### src/rtl/tte_pkg.sv
// shared constants, codes and control types of the tap tempo estimator
package tte_pkg;

  // default depth of the interval history
  localparam int TAP_HISTORY_DEF = 4;

  // field widths
  localparam int TIME_W     = 32;
  localparam int REQ_W      = 16;
  localparam int BPM_W      = 10;
  localparam int PERIOD_W   = 22;
  localparam int GAP_W      = 12;
  localparam int TMO_W      = 16;
  localparam int CFG_IDX_W  = 3;
  localparam int CFG_DATA_W = 16;

  // shared divider widths
  localparam int DIVD_W = 26;
  localparam int DIVS_W = 16;

  // reset values
  localparam logic [BPM_W-1:0] TEMPO_RESET    = 10'd120;
  localparam logic [BPM_W-1:0] BPM_LOW_RESET  = 10'd30;
  localparam logic [BPM_W-1:0] BPM_HIGH_RESET = 10'd300;
  localparam logic [TMO_W-1:0] TMO_RESET      = 16'd2500;
  localparam logic [GAP_W-1:0] MIN_RESET      = 12'd200;
  localparam logic [GAP_W-1:0] MAX_RESET      = 12'd2000;

  // time constants
  localparam logic [DIVD_W-1:0] MS_PER_MINUTE = 26'd60000;
  localparam logic [DIVD_W-1:0] US_PER_MINUTE = 26'd60000000;

  // configuration register indexes
  typedef enum logic [CFG_IDX_W-1:0] {
    REG_BPM_LOW     = 3'd0,
    REG_BPM_HIGH    = 3'd1,
    REG_TAP_TIMEOUT = 3'd2,
    REG_TAP_MIN     = 3'd3,
    REG_TAP_MAX     = 3'd4
  } cfg_reg_t;

  // divider operand select
  typedef enum logic [1:0] {
    DIV_AVG   = 2'd0,
    DIV_TEMPO = 2'd1,
    DIV_CLK   = 2'd2
  } div_sel_t;

  // classification of a tap gap
  typedef enum logic [1:0] {
    GAP_ACCEPT  = 2'd0,
    GAP_RESTART = 2'd1,
    GAP_IGNORE  = 2'd2
  } gap_class_t;

  // controller to datapath commands
  typedef struct packed {
    logic     capture;
    logic     set_tempo;
    logic     tap_eval;
    logic     sum_step;
    logic     div_start;
    div_sel_t div_sel;
    logic     avg_take;
    logic     tempo_take;
    logic     load_out;
  } tte_cmd_t;

  // datapath to controller status
  typedef struct packed {
    logic       func;
    gap_class_t gap_class;
    logic       sum_last;
    logic       div_busy;
    logic       div_done;
    logic       avg_zero;
  } tte_sts_t;

endpackage

### src/rtl/tte_if.sv
// handshake channels of the tap tempo estimator: input, result and configuration

interface tte_in_if;
  import tte_pkg::*;
  logic              valid;
  logic              ready;
  logic              func;
  logic [TIME_W-1:0] tap_time_ms;
  logic [REQ_W-1:0]  tempo_request;
  modport source(output valid, func, tap_time_ms, tempo_request, input ready);
  modport sink(input valid, func, tap_time_ms, tempo_request, output ready);
endinterface

interface tte_out_if;
  import tte_pkg::*;
  logic                valid;
  logic                ready;
  logic [BPM_W-1:0]    tempo_bpm;
  logic [PERIOD_W-1:0] clock_period_us;
  modport source(output valid, tempo_bpm, clock_period_us, input ready);
  modport sink(input valid, tempo_bpm, clock_period_us, output ready);
endinterface

interface tte_cfg_if;
  import tte_pkg::*;
  logic                  valid;
  logic                  ready;
  logic [CFG_IDX_W-1:0]  index;
  logic [CFG_DATA_W-1:0] data;
  modport source(output valid, index, data, input ready);
  modport sink(input valid, index, data, output ready);
endinterface

### src/rtl/tap_tempo_estimator_unit.sv
// top level of the tap tempo estimator
// a tempo setting, a restart or an ignored tap goes straight to the clock-period division; an accepted tap
//   first sums the held intervals (up to TAP_HISTORY), then divides for the average and, unless it is zero, the tempo
// one word is processed at a time; the shared 26-step divider sets the pace
// reset: synchronous rst_n; tempo 120, limits and tap windows at defaults, history empty
module tap_tempo_estimator_unit #(
  parameter int TAP_HISTORY = tte_pkg::TAP_HISTORY_DEF
) (
  input  logic      clk,
  input  logic      rst_n,
  tte_in_if.sink    in_ch,
  tte_out_if.source out_ch,
  tte_cfg_if.sink   cfg_ch
);
  import tte_pkg::*;

  tte_cmd_t cmd;
  tte_sts_t sts;

  // the user must write configuration only while idle; the block itself does not enforce it
  assign cfg_ch.ready = 1'b1;

  tte_ctrl u_ctrl (
    .clk       (clk),
    .rst_n     (rst_n),
    .in_valid  (in_ch.valid),
    .in_ready  (in_ch.ready),
    .out_valid (out_ch.valid),
    .out_ready (out_ch.ready),
    .cmd       (cmd),
    .sts       (sts)
  );

  tte_dp #(
    .TAP_HISTORY (TAP_HISTORY)
  ) u_dp (
    .clk                 (clk),
    .rst_n               (rst_n),
    .cmd                 (cmd),
    .sts                 (sts),
    .in_func             (in_ch.func),
    .in_tap_time_ms      (in_ch.tap_time_ms),
    .in_tempo_request    (in_ch.tempo_request),
    .cfg_we              (cfg_ch.valid && cfg_ch.ready),
    .cfg_index           (cfg_ch.index),
    .cfg_data            (cfg_ch.data),
    .out_tempo_bpm       (out_ch.tempo_bpm),
    .out_clock_period_us (out_ch.clock_period_us)
  );

  // one word in flight: no accept right after an accept
  a_one_in_flight: assert property (@(posedge clk) disable iff (!rst_n)
    in_ch.valid && in_ch.ready |=> !in_ch.ready)
    else $error("input accepted while a word is in flight");

  // divider never restarted mid-division
  a_div_start_idle: assert property (@(posedge clk) disable iff (!rst_n)
    cmd.div_start |-> !sts.div_busy)
    else $error("divider started while busy");

  // result register never overwritten before it is taken
  a_load_free: assert property (@(posedge clk) disable iff (!rst_n)
    cmd.load_out |-> (!out_ch.valid || out_ch.ready))
    else $error("result word overwritten");

  // divider done is a single-cycle pulse
  a_done_pulse: assert property (@(posedge clk) disable iff (!rst_n)
    sts.div_done |=> !sts.div_done)
    else $error("divider done held longer than one cycle");

endmodule

### src/rtl/tte_div.sv
// shared restoring divider, one quotient bit per cycle
module tte_div (
  input  logic                         clk,
  input  logic                         rst_n,
  input  logic                         start,
  input  logic [tte_pkg::DIVD_W-1:0]   dividend,
  input  logic [tte_pkg::DIVS_W-1:0]   divisor,
  output logic [tte_pkg::DIVD_W-1:0]   quotient,
  output logic                         busy,
  output logic                         done
);
  import tte_pkg::*;

  localparam int CNT_W = $clog2(DIVD_W + 1);

  logic [DIVD_W-1:0] quo_r, quo_nxt;
  logic [DIVS_W-1:0] rem_r, rem_nxt;
  logic [DIVS_W-1:0] dvs_r, dvs_nxt;
  logic [CNT_W-1:0]  cnt_r, cnt_nxt;
  logic              busy_r, busy_nxt;
  logic              done_r, done_nxt;
  logic [DIVS_W:0]   shifted;
  logic [DIVS_W:0]   diff;
  logic              ge;

  // trial subtraction of one step
  assign shifted = {rem_r, quo_r[DIVD_W-1]};
  assign diff    = shifted - {1'b0, dvs_r};
  assign ge      = shifted >= {1'b0, dvs_r};

  // step sequencing
  always_comb begin
    quo_nxt  = quo_r;
    rem_nxt  = rem_r;
    dvs_nxt  = dvs_r;
    cnt_nxt  = cnt_r;
    busy_nxt = busy_r;
    done_nxt = 1'b0;
    if (start) begin
      quo_nxt  = dividend;
      rem_nxt  = '0;
      dvs_nxt  = divisor;
      cnt_nxt  = CNT_W'(DIVD_W);
      busy_nxt = 1'b1;
    end else if (busy_r) begin
      rem_nxt = ge ? diff[DIVS_W-1:0] : shifted[DIVS_W-1:0];
      quo_nxt = {quo_r[DIVD_W-2:0], ge};
      cnt_nxt = cnt_r - CNT_W'(1);
      if (cnt_r == CNT_W'(1)) begin
        busy_nxt = 1'b0;
        done_nxt = 1'b1;
      end
    end
  end

  // control registers
  always_ff @(posedge clk) begin
    if (!rst_n) begin
      cnt_r  <= '0;
      busy_r <= 1'b0;
      done_r <= 1'b0;
    end else begin
      cnt_r  <= cnt_nxt;
      busy_r <= busy_nxt;
      done_r <= done_nxt;
    end
  end

  // operand and result registers
  always_ff @(posedge clk) begin
    quo_r <= quo_nxt;
    rem_r <= rem_nxt;
    dvs_r <= dvs_nxt;
  end

  assign quotient = quo_r;
  assign busy     = busy_r;
  assign done     = done_r;

endmodule

### src/rtl/tte_dp.sv
// datapath: config registers, tap history, ring sum, shared divider and result register
module tte_dp #(
  parameter int TAP_HISTORY = tte_pkg::TAP_HISTORY_DEF
) (
  input  logic                            clk,
  input  logic                            rst_n,
  input  tte_pkg::tte_cmd_t               cmd,
  output tte_pkg::tte_sts_t               sts,
  input  logic                            in_func,
  input  logic [tte_pkg::TIME_W-1:0]      in_tap_time_ms,
  input  logic [tte_pkg::REQ_W-1:0]       in_tempo_request,
  input  logic                            cfg_we,
  input  logic [tte_pkg::CFG_IDX_W-1:0]   cfg_index,
  input  logic [tte_pkg::CFG_DATA_W-1:0]  cfg_data,
  output logic [tte_pkg::BPM_W-1:0]       out_tempo_bpm,
  output logic [tte_pkg::PERIOD_W-1:0]    out_clock_period_us
);
  import tte_pkg::*;

  localparam int FILL_W = $clog2(TAP_HISTORY + 1);
  localparam int SLOT_W = (TAP_HISTORY > 1) ? $clog2(TAP_HISTORY) : 1;
  localparam int SUM_W  = GAP_W + $clog2(TAP_HISTORY);

  // configuration
  logic [BPM_W-1:0]  bpm_low_r, bpm_high_r;
  logic [TMO_W-1:0]  timeout_r;
  logic [GAP_W-1:0]  min_r, max_r;

  // captured word
  logic              func_r;
  logic [TIME_W-1:0] time_r;
  logic [REQ_W-1:0]  req_r;

  // estimator state
  logic [TIME_W-1:0] prev_r;
  logic [GAP_W-1:0]  ring_r [TAP_HISTORY];
  logic [FILL_W-1:0] fill_r;
  logic [SLOT_W-1:0] slot_r;
  logic [SLOT_W-1:0] idx_r;
  logic [SUM_W-1:0]  sum_r;
  logic [GAP_W-1:0]  avg_r;
  logic [BPM_W-1:0]  tempo_r;
  logic              shown_zero_r;

  // result register
  logic [BPM_W-1:0]    res_tempo_r;
  logic [PERIOD_W-1:0] res_period_r;

  logic [TIME_W-1:0] gap;
  gap_class_t        gap_class;
  logic [BPM_W-1:0]  bpm_eff;
  logic [DIVD_W-1:0] div_dvd;
  logic [DIVS_W-1:0] div_dvs;
  logic [DIVD_W-1:0] div_quo;
  logic              div_busy;
  logic              div_done;

  // clamp a tempo into the configured limits, low first
  function automatic logic [BPM_W-1:0] clamp_bpm(input logic [DIVD_W-1:0] t,
                                                 input logic [BPM_W-1:0] lo,
                                                 input logic [BPM_W-1:0] hi);
    logic [DIVD_W-1:0] v;
    v = t;
    if (v < DIVD_W'(lo)) v = DIVD_W'(lo);
    if (v > DIVD_W'(hi)) v = DIVD_W'(hi);
    return v[BPM_W-1:0];
  endfunction

  // gap to the previous tap and its class
  assign gap = time_r - prev_r;

  always_comb begin
    if (gap > TIME_W'(timeout_r)) begin
      gap_class = GAP_RESTART;
    end else if (gap < TIME_W'(min_r) || gap > TIME_W'(max_r)) begin
      gap_class = GAP_IGNORE;
    end else begin
      gap_class = GAP_ACCEPT;
    end
  end

  // a stored tempo of zero times the clock as the reset tempo
  assign bpm_eff = (tempo_r == '0) ? TEMPO_RESET : tempo_r;

  // divider operand select
  always_comb begin
    case (cmd.div_sel)
      DIV_AVG: begin
        div_dvd = DIVD_W'(sum_r);
        div_dvs = DIVS_W'(fill_r);
      end
      DIV_TEMPO: begin
        div_dvd = MS_PER_MINUTE + DIVD_W'(avg_r >> 1);
        div_dvs = DIVS_W'(avg_r);
      end
      DIV_CLK: begin
        div_dvd = US_PER_MINUTE;
        div_dvs = DIVS_W'({bpm_eff, 4'b0000}) + DIVS_W'({bpm_eff, 3'b000});
      end
      default: begin
        div_dvd = '0;
        div_dvs = DIVS_W'(1);
      end
    endcase
  end

  tte_div u_div (
    .clk      (clk),
    .rst_n    (rst_n),
    .start    (cmd.div_start),
    .dividend (div_dvd),
    .divisor  (div_dvs),
    .quotient (div_quo),
    .busy     (div_busy),
    .done     (div_done)
  );

  // configuration writes
  always_ff @(posedge clk) begin
    if (!rst_n) begin
      bpm_low_r  <= BPM_LOW_RESET;
      bpm_high_r <= BPM_HIGH_RESET;
      timeout_r  <= TMO_RESET;
      min_r      <= MIN_RESET;
      max_r      <= MAX_RESET;
    end else if (cfg_we) begin
      case (cfg_reg_t'(cfg_index))
        REG_BPM_LOW:     bpm_low_r  <= cfg_data[BPM_W-1:0];
        REG_BPM_HIGH:    bpm_high_r <= cfg_data[BPM_W-1:0];
        REG_TAP_TIMEOUT: timeout_r  <= cfg_data[TMO_W-1:0];
        REG_TAP_MIN:     min_r      <= cfg_data[GAP_W-1:0];
        REG_TAP_MAX:     max_r      <= cfg_data[GAP_W-1:0];
        default: begin
        end
      endcase
    end
  end

  // tap history and tempo state
  always_ff @(posedge clk) begin
    if (!rst_n) begin
      prev_r       <= '0;
      fill_r       <= '0;
      slot_r       <= '0;
      tempo_r      <= TEMPO_RESET;
      shown_zero_r <= 1'b0;
    end else begin
      if (cmd.capture) begin
        shown_zero_r <= 1'b0;
      end
      if (cmd.set_tempo) begin
        tempo_r <= clamp_bpm(DIVD_W'(req_r), bpm_low_r, bpm_high_r);
      end
      if (cmd.tap_eval) begin
        prev_r <= time_r;
        case (gap_class)
          GAP_RESTART: begin
            fill_r       <= '0;
            slot_r       <= '0;
            shown_zero_r <= 1'b1;
          end
          GAP_ACCEPT: begin
            slot_r <= (slot_r == SLOT_W'(TAP_HISTORY - 1)) ? '0 : slot_r + SLOT_W'(1);
            if (fill_r < FILL_W'(TAP_HISTORY)) fill_r <= fill_r + FILL_W'(1);
          end
          default: begin
          end
        endcase
      end
      if (cmd.tempo_take) begin
        tempo_r <= clamp_bpm(div_quo, bpm_low_r, bpm_high_r);
      end
    end
  end

  // captured word, ring entries and working values
  always_ff @(posedge clk) begin
    if (cmd.capture) begin
      func_r <= in_func;
      time_r <= in_tap_time_ms;
      req_r  <= in_tempo_request;
    end
    if (cmd.tap_eval) begin
      sum_r <= '0;
      idx_r <= '0;
      if (gap_class == GAP_ACCEPT) ring_r[slot_r] <= gap[GAP_W-1:0];
    end
    if (cmd.sum_step) begin
      sum_r <= sum_r + SUM_W'(ring_r[idx_r]);
      idx_r <= idx_r + SLOT_W'(1);
    end
    if (cmd.avg_take) begin
      avg_r <= div_quo[GAP_W-1:0];
    end
    if (cmd.load_out) begin
      res_tempo_r  <= shown_zero_r ? '0 : tempo_r;
      res_period_r <= div_quo[PERIOD_W-1:0];
    end
  end

  // status to the controller
  always_comb begin
    sts.func      = func_r;
    sts.gap_class = gap_class;
    sts.sum_last  = (FILL_W'(idx_r) == fill_r - FILL_W'(1));
    sts.div_busy  = div_busy;
    sts.div_done  = div_done;
    sts.avg_zero  = (avg_r == '0);
  end

  assign out_tempo_bpm       = res_tempo_r;
  assign out_clock_period_us = res_period_r;

endmodule

### src/rtl/tte_ctrl.sv
// controller: sequences capture, ring sum, up to three divisions and the result word
module tte_ctrl (
  input  logic               clk,
  input  logic               rst_n,
  input  logic               in_valid,
  output logic               in_ready,
  output logic               out_valid,
  input  logic               out_ready,
  output tte_pkg::tte_cmd_t  cmd,
  input  tte_pkg::tte_sts_t  sts
);
  import tte_pkg::*;

  typedef enum logic [3:0] {
    ST_IDLE,
    ST_CHECK,
    ST_SUM,
    ST_AVG_GO,
    ST_AVG_WAIT,
    ST_TEMPO_GO,
    ST_TEMPO_WAIT,
    ST_CLK_GO,
    ST_CLK_WAIT,
    ST_LOAD
  } state_t;

  state_t state_r, state_nxt;
  logic   out_valid_r, out_valid_nxt;
  logic   out_free;

  // result register can take a new word
  assign out_free = !out_valid_r || out_ready;

  // next state and commands
  always_comb begin
    state_nxt     = state_r;
    out_valid_nxt = out_valid_r && !out_ready;
    cmd           = '0;
    cmd.div_sel   = DIV_AVG;
    case (state_r)
      ST_IDLE: begin
        if (in_valid) begin
          cmd.capture = 1'b1;
          state_nxt   = ST_CHECK;
        end
      end
      ST_CHECK: begin
        if (sts.func) begin
          cmd.set_tempo = 1'b1;
          state_nxt     = ST_CLK_GO;
        end else begin
          cmd.tap_eval = 1'b1;
          state_nxt    = (sts.gap_class == GAP_ACCEPT) ? ST_SUM : ST_CLK_GO;
        end
      end
      ST_SUM: begin
        cmd.sum_step = 1'b1;
        if (sts.sum_last) state_nxt = ST_AVG_GO;
      end
      ST_AVG_GO: begin
        cmd.div_start = 1'b1;
        cmd.div_sel   = DIV_AVG;
        state_nxt     = ST_AVG_WAIT;
      end
      ST_AVG_WAIT: begin
        if (sts.div_done) begin
          cmd.avg_take = 1'b1;
          state_nxt    = ST_TEMPO_GO;
        end
      end
      ST_TEMPO_GO: begin
        // a zero average leaves the tempo as it is
        if (sts.avg_zero) begin
          state_nxt = ST_CLK_GO;
        end else begin
          cmd.div_start = 1'b1;
          cmd.div_sel   = DIV_TEMPO;
          state_nxt     = ST_TEMPO_WAIT;
        end
      end
      ST_TEMPO_WAIT: begin
        cmd.div_sel = DIV_TEMPO;
        if (sts.div_done) begin
          cmd.tempo_take = 1'b1;
          state_nxt      = ST_CLK_GO;
        end
      end
      ST_CLK_GO: begin
        cmd.div_start = 1'b1;
        cmd.div_sel   = DIV_CLK;
        state_nxt     = ST_CLK_WAIT;
      end
      ST_CLK_WAIT: begin
        cmd.div_sel = DIV_CLK;
        if (sts.div_done) state_nxt = ST_LOAD;
      end
      ST_LOAD: begin
        if (out_free) begin
          cmd.load_out  = 1'b1;
          out_valid_nxt = 1'b1;
          state_nxt     = ST_IDLE;
        end
      end
      default: begin
        state_nxt = ST_IDLE;
      end
    endcase
  end

  // state and registered outputs
  always_ff @(posedge clk) begin
    if (!rst_n) begin
      state_r     <= ST_IDLE;
      out_valid_r <= 1'b0;
    end else begin
      state_r     <= state_nxt;
      out_valid_r <= out_valid_nxt;
    end
  end

  assign in_ready  = (state_r == ST_IDLE);
  assign out_valid = out_valid_r;

endmodule
### src/flat_wrapper.sv
// flat-port wrapper written by rule: the top's interface ports become plain ports
module tap_tempo_estimator_unit_flat import tte_pkg::*;
#(
  parameter int TAP_HISTORY = tte_pkg::TAP_HISTORY_DEF
)
  (clk, rst_n, in_ch_valid, in_ch_func, in_ch_tap_time_ms, in_ch_tempo_request, in_ch_ready, out_ch_valid, out_ch_tempo_bpm, out_ch_clock_period_us, out_ch_ready, cfg_ch_valid, cfg_ch_index, cfg_ch_data, cfg_ch_ready);
  tte_in_if in_ch_i ();
  tte_out_if out_ch_i ();
  tte_cfg_if cfg_ch_i ();
  input  logic clk;
  input  logic rst_n;
  input wire logic [$bits(in_ch_i.valid)-1:0] in_ch_valid;
  input wire logic [$bits(in_ch_i.func)-1:0] in_ch_func;
  input wire logic [$bits(in_ch_i.tap_time_ms)-1:0] in_ch_tap_time_ms;
  input wire logic [$bits(in_ch_i.tempo_request)-1:0] in_ch_tempo_request;
  output wire logic [$bits(in_ch_i.ready)-1:0] in_ch_ready;
  output wire logic [$bits(out_ch_i.valid)-1:0] out_ch_valid;
  output wire logic [$bits(out_ch_i.tempo_bpm)-1:0] out_ch_tempo_bpm;
  output wire logic [$bits(out_ch_i.clock_period_us)-1:0] out_ch_clock_period_us;
  input wire logic [$bits(out_ch_i.ready)-1:0] out_ch_ready;
  input wire logic [$bits(cfg_ch_i.valid)-1:0] cfg_ch_valid;
  input wire logic [$bits(cfg_ch_i.index)-1:0] cfg_ch_index;
  input wire logic [$bits(cfg_ch_i.data)-1:0] cfg_ch_data;
  output wire logic [$bits(cfg_ch_i.ready)-1:0] cfg_ch_ready;
  assign in_ch_i.valid = in_ch_valid;
  assign in_ch_i.func = in_ch_func;
  assign in_ch_i.tap_time_ms = in_ch_tap_time_ms;
  assign in_ch_i.tempo_request = in_ch_tempo_request;
  assign in_ch_ready = in_ch_i.ready;
  assign out_ch_valid = out_ch_i.valid;
  assign out_ch_tempo_bpm = out_ch_i.tempo_bpm;
  assign out_ch_clock_period_us = out_ch_i.clock_period_us;
  assign out_ch_i.ready = out_ch_ready;
  assign cfg_ch_i.valid = cfg_ch_valid;
  assign cfg_ch_i.index = cfg_ch_index;
  assign cfg_ch_i.data = cfg_ch_data;
  assign cfg_ch_ready = cfg_ch_i.ready;
  tap_tempo_estimator_unit #(.TAP_HISTORY(TAP_HISTORY)) u_core (.clk(clk), .rst_n(rst_n), .in_ch(in_ch_i), .out_ch(out_ch_i), .cfg_ch(cfg_ch_i));
endmodule
### config.mk
export PLATFORM = sky130hd
export DESIGN_NAME = tap_tempo_estimator_unit_flat
export DESIGN_NICKNAME = d
export VERILOG_FILES = /design/src/rtl/tte_pkg.sv /design/src/rtl/tte_if.sv /design/src/rtl/tap_tempo_estimator_unit.sv /design/src/rtl/tte_div.sv /design/src/rtl/tte_dp.sv /design/src/rtl/tte_ctrl.sv /design/src/flat_wrapper.sv
export SDC_FILE = /design/constraint.sdc
export NUM_CORES = 1
export LEC_CHECK = 0
export CAP_MARGIN = 20
export CORE_ASPECT_RATIO = 1.4
export CORE_MARGIN = 2
export CORE_UTILIZATION = 55
export DETAILED_ROUTE_END_ITERATION = 8
export DONT_BUFFER_PORTS = 1
export PLACE_DENSITY = 0.81
export SLEW_MARGIN = 20
export SYNTH_ARGS = -nofsm -noshare
export SYNTH_HDL_FRONTEND = slang
export SYNTH_SLANG_ARGS = --single-unit
### constraint.sdc
create_clock -name clk -period 4.45 [get_ports clk]
set_input_delay 0.6675 -clock clk [delete_from_list [all_inputs] [get_ports clk]]
set_output_delay 0.6675 -clock clk [all_outputs]
set_load 0.01 [all_outputs]
## Word level (Yosys, flattened, before mapping)

Memory sizes are Yosys's and may differ from the RTL's. A register that Yosys moved wholly into a read port is not among the register bits.
Cells that the tools add are included.

| word-level totals | value |
|---|---|
| bits in registers | 287 |
| latch bits | 0 |
| RAM bits | 48 |
| bits in read-only memories | 0 |
| output and inout port bits | 35 |
| logic and storage cells | 167 |
| memories kept | 1 |

Memory list:

| name | words | width | read ports | clocked after Yosys merged registers in | wr ports | RTL line | RTL |
|---|---|---|---|---|---|---|---|
| u_core.u_dp.ring_r | 4 | 12 | 1 | 1 | 1 | tte_dp.sv:36 | `logic [GAP_W-1:0] ring_r [TAP_HISTORY];` |

| cells by class | value |
|---|---|
| $add $sub $neg | 10 |
| $mul | 0 |
| div/mod/pow operators | 0 |
| order comparisons | 9 |
| equal/unequal tests | 26 |
| shifts and indexed selects | 0 |
| mux-type cells | 65 |
| bitwise operators | 2 |
| reduce and logical (&&, ||, !) cells | 27 |

Operators by type and width:

| cell | count |
|---|---|
| $mux W26 | 7 |
| $pmux W26 S3 | 1 |
| $gt A26 B10 Y1 | 2 |
| $mux W10 | 5 |
| $pmux W15 S3 | 1 |
| $pmux W4 S10 | 1 |
| $gt A32 B12 Y1 | 1 |
| $gt A32 B16 Y1 | 1 |
| $lt A32 B12 Y1 | 1 |
| $mux W16 | 2 |
| $sub A32 B32 Y32 | 1 |
| $mux W14 | 2 |
| $lt A26 B10 Y1 | 1 |
| $mux W4 | 6 |
| $mux W1 | 23 |
| $add A16 B11 Y17 const A | 1 |
| $ge A17 B16 Y1 | 1 |
| $eq A4 B3 Y1 const B | 4 |
| $lt A16 B10 Y1 | 1 |
| $sub A16 B16 Y16 | 1 |
| $add A14 B13 Y15 | 1 |
| $add A14 B12 Y14 | 1 |
| $mux W2 | 7 |
| $logic_not A12 Y1 | 1 |
| 37 further kinds | 66 |

## Logic depth before layout (Yosys ltp)

| logic depth | value |
|---|---|
| depth after elaboration | 9 |
| depth in mapped cells | 24 |
| mapped depth without buffers | 23 |

## Hierarchy

Synthesis repeated with hierarchy kept, for this count alone.

| unflattened totals | value |
|---|---|
| cell total of the unflattened synthesis | 1906 |
| area total of the unflattened synthesis | 19306.0 sq um |

Modules (own cells, without submodules):

| module | instances | cells each | area each (sq um) |
|---|---|---|---|
| tte_dp | 1 | 1511 | 15280.9 |
| tte_div | 1 | 340 | 3603.5 |
| tte_ctrl | 1 | 53 | 410.4 |
| tap_tempo_estimator_unit | 1 | 2 | 11.3 |

## Worst setup path before layout

Ideal clock, no wire load.

| timing | value |
|---|---|
| path kind | reg-to-reg |
| start point | register u_core.u_dp.u_div.quo_r[1], in the netlist u_core.u_dp.u_div.quotient[1] |
| end point | register u_core.u_dp.tempo_r[1] |
| data arrival time | 4.415 ns |
| data required time | 4.327 ns |
| path slack | -0.087 ns |
| stages on the path, launching flop included | 22 |
| cells stage by stage | edfxtp_1 -> ha_1 -> a21o_1 -> a21o_1 -> a21oi_1 -> nor2b_1 -> o21ai_0 -> a211o_1 -> o21ai_1 -> mux2_2 -> ha_1 -> nor2b_1 -> o21a_1 -> o21a_1 -> o21a_1 -> o21a_1 -> o21ai_0 -> a211oi_1 -> nor4_1 -> a21oi_1 -> o21ai_0 -> a21oi_1 |

| between the ends | value |
|---|---|
| word-level cells in the longest chain between the ends | 7 |

Ends and longest elaborated chain:

| item | RTL line | RTL |
|---|---|---|
| from (decl) | tte_div.sv:16 | `logic [DIVD_W-1:0] quo_r, quo_nxt;` |
| from (signal assigned) | tte_div.sv:71 | `quo_r <= quo_nxt;` |
| $lt A26 B10 Y1 | tte_dp.sv:64 | `if (v < DIVD_W'(lo)) v = DIVD_W'(lo);` |
| $mux W26 (*) | tte_dp.sv:64 |  |
| $mux W26 (*) | tte_dp.sv:170 | `if (cmd.tempo_take) begin` |
| $mux W26 (*) | tte_dp.sv:141 | `if (!rst_n) begin` |
| $gt A26 B10 Y1 | tte_dp.sv:65 | `if (v > DIVD_W'(hi)) v = DIVD_W'(hi);` |
| $mux W10 (*) | tte_dp.sv:65 |  |
| $mux W10 (*) | tte_dp.sv:170 |  |
| to (signal assigned) | tte_dp.sv:152 | `tempo_r <= clamp_bpm(DIVD_W'(req_r), bpm_low_r, bpm_high_r);` |
| to (signal assigned) | tte_dp.sv:171 | `tempo_r <= clamp_bpm(div_quo, bpm_low_r, bpm_high_r);` |
| to (decl) | tte_dp.sv:42 | `logic [BPM_W-1:0] tempo_r;` |

Mark *: on every way between the ends. The rest lies on a longest branch, timed or not. The select of a mux whose other input is x is not followed.
A chain may end at the register's enable or synchronous reset.

## Worst setup path in the final report

| timing | value |
|---|---|
| start point | register u_core.u_dp.time_r[0] |
| end point | register u_core.u_ctrl.state_r[0] |

| between the ends | value |
|---|---|
| word-level cells in the longest chain between the ends | 9 |
| elaborated cells on any way between the ends | 11 |
| those cells by class | add/sub: 1; order compare: 3; mux: 5; reduce/logical: 2 |

Ends and longest elaborated chain:

| item | RTL line | RTL |
|---|---|---|
| from (decl) | tte_dp.sv:31 | `logic [TIME_W-1:0] time_r;` |
| from (signal assigned) | tte_dp.sv:180 | `time_r <= in_tap_time_ms;` |
| $sub A32 B32 Y32 (*) | tte_dp.sv:70 | `assign gap = time_r - prev_r;` |
| $lt A32 B12 Y1 / $gt A32 B12 Y1 (equally long branches) | tte_dp.sv:75 | `end else if (gap < TIME_W'(min_r) \|\| gap > TIME_W'(max_r)) begin` |
| $logic_or A1 B1 Y1 | tte_dp.sv:75 |  |
| $mux W2 | tte_dp.sv:75 |  |
| $mux W2 (*) | tte_dp.sv:73 | `if (gap > TIME_W'(timeout_r)) begin` |
| $logic_not A2 Y1 (*) | tte_ctrl.sv:53 | `state_nxt = (sts.gap_class == GAP_ACCEPT) ? ST_SUM : ST_CLK_GO;` |
| $mux W3 (*) | tte_ctrl.sv:53 |  |
| $mux W3 (*) | tte_ctrl.sv:48 | `if (sts.func) begin` |
| $pmux W4 S10 (*) | tte_ctrl.sv:40 | `case (state_r)` |
| to (signal assigned) | tte_ctrl.sv:116 | `state_r <= state_nxt;` |
| to (decl) | tte_ctrl.sv:27 | `state_t state_r, state_nxt;` |

Mark *: on every way between the ends. The rest lies on a longest branch, timed or not.

==> impl_metrics.yaml <==
timing:
  rsz0062_at_grt: "yes"
  worst_slew_pin_slew_ns: 0.991
  drv_slew: 0
  max_freq_mhz: 223
  period_needed_ns: 4.48
  max_slew_margin_pct: 33.9
  hold_viol: 0
  final-setup-viol-count: 50
  setup_ws_ns: -0.0253
  skew_ns: 0.00949
  timing.final.crit_share_pct: 101
  hold_ws_ns: 0.179
  final.setup.tns_ns: -0.783
clock_network:
  cts_tree: "built"
  clkSlewWorstSetupHoldPaths_ns: 0.07
  clockBufferDepth: 3
  postCtsHoldBufs: 0
  cts_buffers: 31
  clock_latency_ns: 0.58
  htree_levels: 1
  cts_root_buf: "clkbuf_16"
  cts_sinks: 336
synth:
  ys_types: 78
  synth_area_um2: 18500
  avgSynthCellArea_um2: 9.79
  synth_edf_count: 198
  ys_ff_latch: 336
  synthArstFlopShare_pct: 0
  syn_nets: 2126
  syn_inst: 1890
  ys.flop_type: "edfxtp_1"
  yosysWarningCount: 0
  yosysSeqAreaShare_pct: 47.1
global_routing:
  grt_overflow: 0
  grt.total_usage_pct: 26.7
  grt_pass1_wl_um: 74900
  antenna_found_initial: 0
  grt_start_max_net_pins: 62
  grt_pass1_vias: 14500
placed_design:
  place_area_um2: 19300
  gp_congestion: 0.933
  io_buffers: 0
  dp_hpwl_um: 35300
die:
  die_area_um2: 35100
  die_h_um: 221
  io_pins: 108
  dieWidth_um: 159
  core_area_um2: 33200
  rows: 79
  start_util_pct: 55.7
detailed_routing:
  drc: 0
  vias_per_cell: 6.04
  drt_pre_antenna_iters: 6
  detail-route-antenna-nets: 0
  detail_route.wl_per_cell_um: 20.1
  routed_wl_um: 48100
  drtIter0Drc: 1115
  num_vias: 14500
critical_path:
  path_class: "register to register"
  crit_required_ns: 4.88
  cp_data_arrival_time_ns: 4.91
  path_cells: "inv_2, ha_4, inv_2, fa_2, a21oi_4, o21ai_1, and2_1, buf_4, a211o_1, buf_4, buf_4, a21oi_2, xor2_1, o2111ai_1, or4_1, nor4_4, buf_6, buf_8, a31oi_4, o21bai_1"
  cp_slowest_cell: "or4_1"
  max_stage_delay_ns: 0.59
  crit_fanout: 7
  startpoint_type: "register"
  worst_path_most_repeated_cell: "buf_4"
  setup.worst_path.end_class: "register"
outcome:
  violations: "setup timing"
  status: "finished with violations"
finish:
  drive_above_1_share_pct: 12.2
  area_growth_pct: 12.5
  diodes: 0
  design_area_um2: 20800
  final_nets: 2165
pwr:
  leakage_nw: 8.05
  p_per_area_nw_per_um2: 635
  vdd_ir_drop_max_uv: 456
hold_path:
  holdCritPathClass: "primary input to register"
flow_run:
  maxCapViolCount: 0
-- synth_stat cells (18+ instances only) --
library cell	n	area [um^2]
a22oi_1	23	173
o211ai_1	30	225
nor2_1	98	368
edfxtp_1	198	5950
a21o_1	27	203
xor2_1	27	236
nand4_1	18	113
nor3_1	37	185
a21oi_1	176	881
dfxtp_1	138	2760
ha_1	159	1990
mux2i_1	22	220
inv_1	162	608
nor2b_1	19	119
nand3_1	22	110
o21ai_0	73	365
xnor2_1	31	272
o21a_1	25	188
clkbuf_1	68	255
nand2_1	281	1050
-- cells by family after synthesis --
kind of cell | after synthesis | synth area share, %
adders and majority gates | 163 | 11.2
xor gates and xnor gates | 58 | 2.75
DFF | 336 | 47.1
AOI/OAI and AO/OA | 476 | 16.4
other | 1 | 0.0203
buffers and inverters | 242 | 5.05
and+or+nand+nor | 563 | 13.8
muxes | 51 | 3.69
-- routing by layer --
metal	wire (um)	up-vias	global-route usage (%)
li1	-	6848	-
met1	16800	6917	27.2
met2	25500	543	50.9
met3	2520	182	3.47
met4	3320	0	17.1
met5	0	-	0
-- layout make-up --
class | count | area (um^2)
Tap cell | 445 | 557
Clock buffer | 37 | 818
Timing Repair Buffer | 81 | 659
Multi-Input combinational cell | 1316 | 9180
Sequential cell | 336 | 8710
Clock inverter | 20 | 263
Fill cell | 2633 | 12400
Inverter | 163 | 612
-- flip-flops by register name (all words and copies together) (netlist names), 12 cells and up, named ones only --
signal / count
u_core.u_dp.max_r: 12
u_core.u_dp.ring_r: 48
u_core.u_dp.req_r: 16
u_core.u_dp.prev_r: 32
u_core.u_dp.timeout_r: 16
u_core.u_dp.min_r: 12
u_core.u_dp.time_r: 32
u_core.u_dp.out_clock_period_us: 22
u_core.u_dp.u_div.quotient: 26
u_core.u_dp.avg_r: 12
u_core.u_dp.u_div.dvs_r: 15
u_core.u_dp.sum_r: 14
u_core.u_dp.u_div.rem_r: 16
-- where the power goes --
| part | switching (mW) | internal, mW | leakage (nW) | total (mW) |
|---|---|---|---|---|
| registers | 0.488 | 4.11 | 2.94 | 4.60 |
| logic | 3.41 | 2.37 | 4.59 | 5.77 |
| clock network | 1.17 | 1.66 | 0.515 | 2.83 |
| total | 5.06 | 8.14 | 8.05 | 13.2 |
-- placed cells by master (no fill, tap or decap), types with 24 or more instances in the layout --
| cell | instances |
|---|---|
| clkbuf_16 | 31 |
| o21a_1 | 25 |
| nand2_1 | 279 |
| dfxtp_1 | 137 |
| buf_4 | 70 |
| xor2_1 | 24 |
| inv_1 | 160 |
| o21ai_0 | 66 |
| a21oi_1 | 168 |
| o211ai_1 | 30 |
| nor3_1 | 35 |
| ha_1 | 155 |
| xnor2_1 | 31 |
| a21o_1 | 27 |
| edfxtp_1 | 198 |
| nor2_1 | 94 |
-- critical path: cells and delay by family (launching register included) --
kind	cells	cell delay [ns]
buffers and inverters	7	0.88
xor gates and xnor gates	1	0.24
AOI/OAI and AO/OA	7	1.25
and+or+nand+nor	3	1.01
adders and majority gates	2	0.54
DFF	1	0.40
-- per-stage QoR --
stage               power, mW  setup WS (ns)  utilization, %  instances
finish                   13.2        -0.0253            62.6       2398
global route             14.0         -0.266            62.6       2398
CTS                      13.0        0.00163            61.7       2385
detailed placement       10.1         -0.343            58.0       2320
global placement         9.85         -0.207            57.9       2318
floorplan                8.44         0.0859               -       1890
-- final timing paths --
kind | startpoint | endpoint | slack, ns | cells after the start
worst max register to register | u_core.u_dp.time_r[0] | u_core.u_ctrl.state_r[0] | -0.03 | 20
worst min register to register | u_core.u_dp.prev_r[22] | u_core.u_dp.prev_r[22] | 0.45 | 2
worst max-delay path | u_core.u_dp.time_r[0] | u_core.u_ctrl.state_r[0] | -0.03 | 20
worst min-delay path | rst_n | u_core.u_dp.tempo_r[4] | 0.18 | 1
-- what timing repair did --
| action | CTS | global route |
|---|---|---|
| setup buffers | 3 | 13 |
| resized for setup | 27 | 45 |
| setup endpoints to repair | 62 | 66 |
| gates cloned | 5 | 0 |
| pin swaps | 18 | 28 |
(Power assumes the default switching activity.)
